--- config.mk ---
export PLATFORM = sky130hd
export DESIGN_NAME = qrs_div
export DESIGN_NICKNAME = d
export VERILOG_FILES = /design/src/design/qrs_div.sv
export SDC_FILE = /design/constraint.sdc
export NUM_CORES = 2
export LEC_CHECK = 0
export BUFFER_PORTS_ARGS = -buffer_cell sky130_fd_sc_hd__buf_2
export CORE_ASPECT_RATIO = 0.9
export CORE_UTILIZATION = 45
export CTS_CLUSTER_DIAMETER = 50
export DETAILED_ROUTE_END_ITERATION = 16
export PLACE_DENSITY = 0.7
export SLEW_MARGIN = 20
export SYNTH_ARGS = -nofsm -noshare
export SYNTH_HDL_FRONTEND = slang
export SYNTH_SLANG_ARGS = --single-unit
--- constraint.sdc ---
create_clock -name clk -period 7.7 [get_ports clk]
set_clock_uncertainty 0.1 [all_clocks]
set_input_delay 0.385 -clock clk [delete_from_list [all_inputs] [get_ports clk]]
set_output_delay 0.385 -clock clk [all_outputs]
set_load 0.005 [all_outputs]
--- src/design/qrs_div.sv ---
// Pipelined restoring unsigned divider, one quotient bit per stage.
module qrs_div #(
	parameter int MW  = 35,
	parameter int DVW = 17,
	parameter int SW  = 1
) (
	input  logic            clk,
	input  logic            arst_n,
	input  logic            en,
	input  logic            in_valid,
	input  logic [MW-1:0]   in_num,
	input  logic [DVW-1:0]  in_den,
	input  logic [SW-1:0]   in_side,
	output logic            out_valid,
	output logic [MW-1:0]   out_quo,
	output logic [SW-1:0]   out_side
);

	logic           v_s    [MW+1];
	logic [MW-1:0]  qn_s   [MW+1];
	logic [DVW-1:0] rem_s  [MW+1];
	logic [DVW-1:0] dv_s   [MW+1];
	logic [SW-1:0]  side_s [MW+1];

	always_ff @(posedge clk or negedge arst_n) begin
		if (!arst_n) begin
			v_s[0] <= 1'b0;
		end else if (en) begin
			v_s[0] <= in_valid;
		end
	end

	always_ff @(posedge clk) begin
		if (en) begin
			qn_s[0]   <= in_num;
			rem_s[0]  <= '0;
			dv_s[0]   <= in_den;
			side_s[0] <= in_side;
		end
	end

	for (genvar k = 0; k < MW; k++) begin : g_step
		logic [DVW:0] rem_sh;
		logic [DVW:0] dv_x;
		logic [DVW:0] rem_n;
		logic         ge;

		assign rem_sh = {rem_s[k], qn_s[k][MW-1]};
		assign dv_x   = {1'b0, dv_s[k]};
		assign ge     = (rem_sh >= dv_x);
		assign rem_n  = ge ? (rem_sh - dv_x) : rem_sh;

		always_ff @(posedge clk or negedge arst_n) begin
			if (!arst_n) begin
				v_s[k+1] <= 1'b0;
			end else if (en) begin
				v_s[k+1] <= v_s[k];
			end
		end

		always_ff @(posedge clk) begin
			if (en) begin
				qn_s[k+1]   <= {qn_s[k][MW-2:0], ge};
				rem_s[k+1]  <= rem_n[DVW-1:0];
				dv_s[k+1]   <= dv_s[k];
				side_s[k+1] <= side_s[k];
			end
		end
	end

	assign out_valid = v_s[MW];
	assign out_quo   = qn_s[MW];
	assign out_side  = side_s[MW];

endmodule

==> out/metrics.csv <==
stage;metric;value;unit
run_status;outcome;completed;
sta;fin_crit;4.03;ns
cts;cts.path.max_buffers;4;
sta;relSlewSlack;0.295;
critical_path;worstPathCellList;inv_1 -> ha_1 -> inv_1 -> fa_1 -> a21oi_1 -> o21ai_0 -> a2111oi_0 -> o31ai_1 -> o21ai_0 -> nand3_2 -> mux2_2;
cts;cts_max_level;5;
logic_synthesis;synth.avg_cell_area;15.0;sq um
logic_synthesis;synth_top_cell_area_share;0.675;
logic_synthesis;synth.largest_area_cell;edfxtp_1;
pwr;pwr-share-clk;0.277;
critical_path;timing_worst_setup_path_type;flop to flop;
floorplan;die_w;523;um
critical_path;rr_worst_depth;11;
logic_synthesis;yosys_warnings;0;
logic_synthesis;ys_ff_latch;2505;
cts;clock_latency;0.85;ns
logic_synthesis;yosys-top-cells-area;edfxtp_1 68%, ha_1 6.6%, mux2_2 4.6%, inv_1 2.5%, xnor2_1 2.5%;
floorplan;core-area;0.242;sq mm
detailed_routing;final_antenna_net_count;0;
sta;post-route-period-util;0.523;
critical_path;required;8.18;ns
logic_synthesis;synth_cell_type_count;87;
sta;rsz0062_at_grt;false;
cts;cts_made_buffers;294;
global_route;grt_pass1_vias;58700;
logic_synthesis;synth_edf_count;2469;
sta;final.setup.tns;0;ns
critical_path;worst-path-buf-inv;2;
layout;fin_area;0.124;sq mm
critical_path;crit_family;compound AO/OA/AOI/OAI gates;
logic_synthesis;ys.flop_type;edfxtp_1;
critical_path;end_kind;flop;
detailed_routing;drc;0;
layout;finalNetCount;8354;
sta;finalHoldViolCount;0;
logic_synthesis;synth_commonest_cells;2469 x edfxtp_1, 743 x inv_1, 580 x ha_1;
logic_synthesis;synth_most_common_cell;edfxtp_1;
cts;path_clk_slew;0.06;ns
logic_synthesis;ys_seq_area_frac;0.683;
flow_run;drv_cap;0;
pwr;peakVddDrop;0.186;mV
pwr;powerDensity;391;mW/mm^2
floorplan;rows;171;
sta;tightest_slew;1.06;ns
layout;num-fill-cells;19700;
hold_path;holdCritPathClass;primary input to asynchronous set/reset pin;
layout;drive_above_1_share;0.136;
pwr;share_comb_of_total_power;0.316;
global_route;grt_start_max_net_pins;172;
detailed_routing;num_vias;57900;
floorplan;die_height;471;um
critical_path;reg2reg_to;rem_s[1][52]$_DFFE_PP_;
sta;slew_violations;0;
cts;post_cts_buffers;0;
pwr;switching_power;14700;uW
critical_path;cp.arrival;4.51;ns
placement;dpl-instance-area;0.114;sq mm
detailed_routing;routed_wl;189;mm
sta;fmax;0.248;GHz
pwr;intPower;33800;uW
detailed_routing;via_per_inst;5.21;
critical_path;cpMaxStageDelayCell;a2111oi_0;
global_route;track_usage;0.153;
layout;area_growth;13.1;%
cts;cts-root-buf;clkbuf_16;
critical_path;r2r_start;qn_s[1][104]$_DFFE_PP_;
logic_synthesis;syn_inst;7311;
placement;gp_congestion;0.895;
global_route;antenna_found_initial;7;
pwr;p_sw_frac;0.303;
cts;cts.sinks;2505;
sta;setup_viol;0;
logic_synthesis;synth_area;0.110;sq mm
floorplan;die-area;0.246;sq mm
critical_path;rrSetupSlack;3.67;ns
floorplan;boundaryPins;94;
critical_path;cp_slowest_stage_delay;0.64;ns
critical_path;critPathMaxFanout;28;
placement;port-buffer-count;93;
detailed_routing;routedWlPerCell;17.0;um
placement;hpwl;126;mm
logic_synthesis;synth_fp_nets;7981;
cts;tritoncts;yes;
global_route;grt_pass1_wl;306;mm
detailed_routing;drtIter0Drc;4118;
pwr;leakagePower;0.0476;uW
floorplan;start_util;0.454;
logic_synthesis;async_flop_share;0.0144;
critical_path;start_kind;flop;
detailed_routing;dr.pass1.iters;8;
global_route;grt_overflow;0;
pwr;pwr-share-seq;0.407;
-- cells in the final DEF (no fill, tap or decap), drive strengths merged, types with 57 or more instances in the layout --
| cell | synthesis | routed |
|---|---|---|
| nor2 | 322 | 322 |
| o21a | 67 | 67 |
| buf | 69 | 136 |
| clkinv | 0 | 89 |
| nor2b | 57 | 57 |
| a21oi | 422 | 422 |
| a21o | 212 | 212 |
| ha | 580 | 580 |
| nand4 | 81 | 81 |
| inv | 743 | 775 |
| clkbuf | 46 | 358 |
| nand3 | 64 | 64 |
| xnor2 | 311 | 311 |
| nand2 | 213 | 213 |
| mux2 | 455 | 455 |
| edfxtp | 2469 | 2469 |
| nor3 | 81 | 81 |
| o21bai | 86 | 86 |
| o21ai | 239 | 239 |
| xor2 | 140 | 140 |
-- registers in the layout, summed over array words and instances (netlist names) --
signal	cells
side_s	36
out_valid	1
rem_s	578
v_s	35
qn_s	1260
dv_s	595
-- cells by family (layout without fill, tap and decap cells) --
kind of cell / after synthesis / after routing / share of synthesized area
XOR/XNOR: 451 / 451 / 0.0360
adder cells (fa/ha/maj): 613 / 613 / 0.0721
buffers and inverters: 858 / 1446 / 0.0310
flip-flops: 2505 / 2505 / 0.683
other: 0 / 2 / 0
multiplexers: 491 / 491 / 0.0502
AO/OA/AOI/OAI: 1375 / 1375 / 0.0823
AND/OR/NAND/NOR: 1018 / 1018 / 0.0448
-- stage by stage --
stage | worst slack (ns) | hold WS, ns | std cells | util | total power (uW)
2_1_floorplan | 4.34 | -0.0106 | 7311 | - | 31500
3_3_place_gp | 3.43 | 0.300 | 10500 | 0.472 | 34700
3_5_place_dp | 3.41 | 0.305 | 10500 | 0.472 | 35100
4_1_cts | 3.37 | 0.00806 | 11100 | 0.513 | 48900
5_1_grt | 3.37 | 0.0867 | 11100 | 0.513 | 51400
6_report | 3.67 | 0.0569 | 11100 | 0.513 | 48500
-- worst max path at each step --
stage / start / to / slack [ns] / depth (start not counted)
after floorplan: qn_s[3][69]$_DFFE_PP_ / rem_s[3][42]$_DFFE_PP_ / 4.34 / 13
after global placement: qn_s[1][104]$_DFFE_PP_ / rem_s[1][52]$_DFFE_PP_ / 3.43 / 11
after detailed placement: qn_s[1][104]$_DFFE_PP_ / rem_s[1][63]$_DFFE_PP_ / 3.41 / 11
after CTS: qn_s[1][104]$_DFFE_PP_ / rem_s[1][52]$_DFFE_PP_ / 3.37 / 11
after global routing: qn_s[1][104]$_DFFE_PP_ / rem_s[1][52]$_DFFE_PP_ / 3.37 / 11
final: qn_s[1][104]$_DFFE_PP_ / rem_s[1][52]$_DFFE_PP_ / 3.67 / 11
-- power by group through the flow --
stage | combinational, uW | sequential [uW] | clock (uW)
finish | 15400 | 19800 | 13400
global route | 17100 | 20000 | 14400
CTS | 15300 | 19800 | 13900
detailed placement | 15100 | 20000 | 0
global placement | 14600 | 20000 | 0
floorplan | 12200 | 19300 | 0
-- area by class of cell --
cell class,instances,area (sq um),share of cell area
diodes,2,5.00,0.0000403
clock buffers,358,7710,0.0621
clock inverters,153,1650,0.0133
inverters,743,2790,0.0225
multi-input cells,3948,31400,0.253
flip-flops and latches,2505,75000,0.604
well taps,3200,4000,0.0322
repair buffers,192,1530,0.0124
-- metal layers --
layer / global-route usage / vias to the layer above / part of all wire / wire length, um
li1: - / 28200 / - / -
met4: 0.0540 / 2 / 0.033 / 6160
met2: 0.243 / 1162 / 0.46 / 86200
met5: 0 / - / 0.000069 / 13
met3: 0.0270 / 411 / 0.045 / 8460
met1: 0.210 / 28100 / 0.47 / 87900
-- repair_timing --
item | CTS | global route
resized for setup | 0 | 0
endpoints found under the hold margin | 132 | 0
hold buffers | 56 | 0
Power figures use the tool's default switching activity.
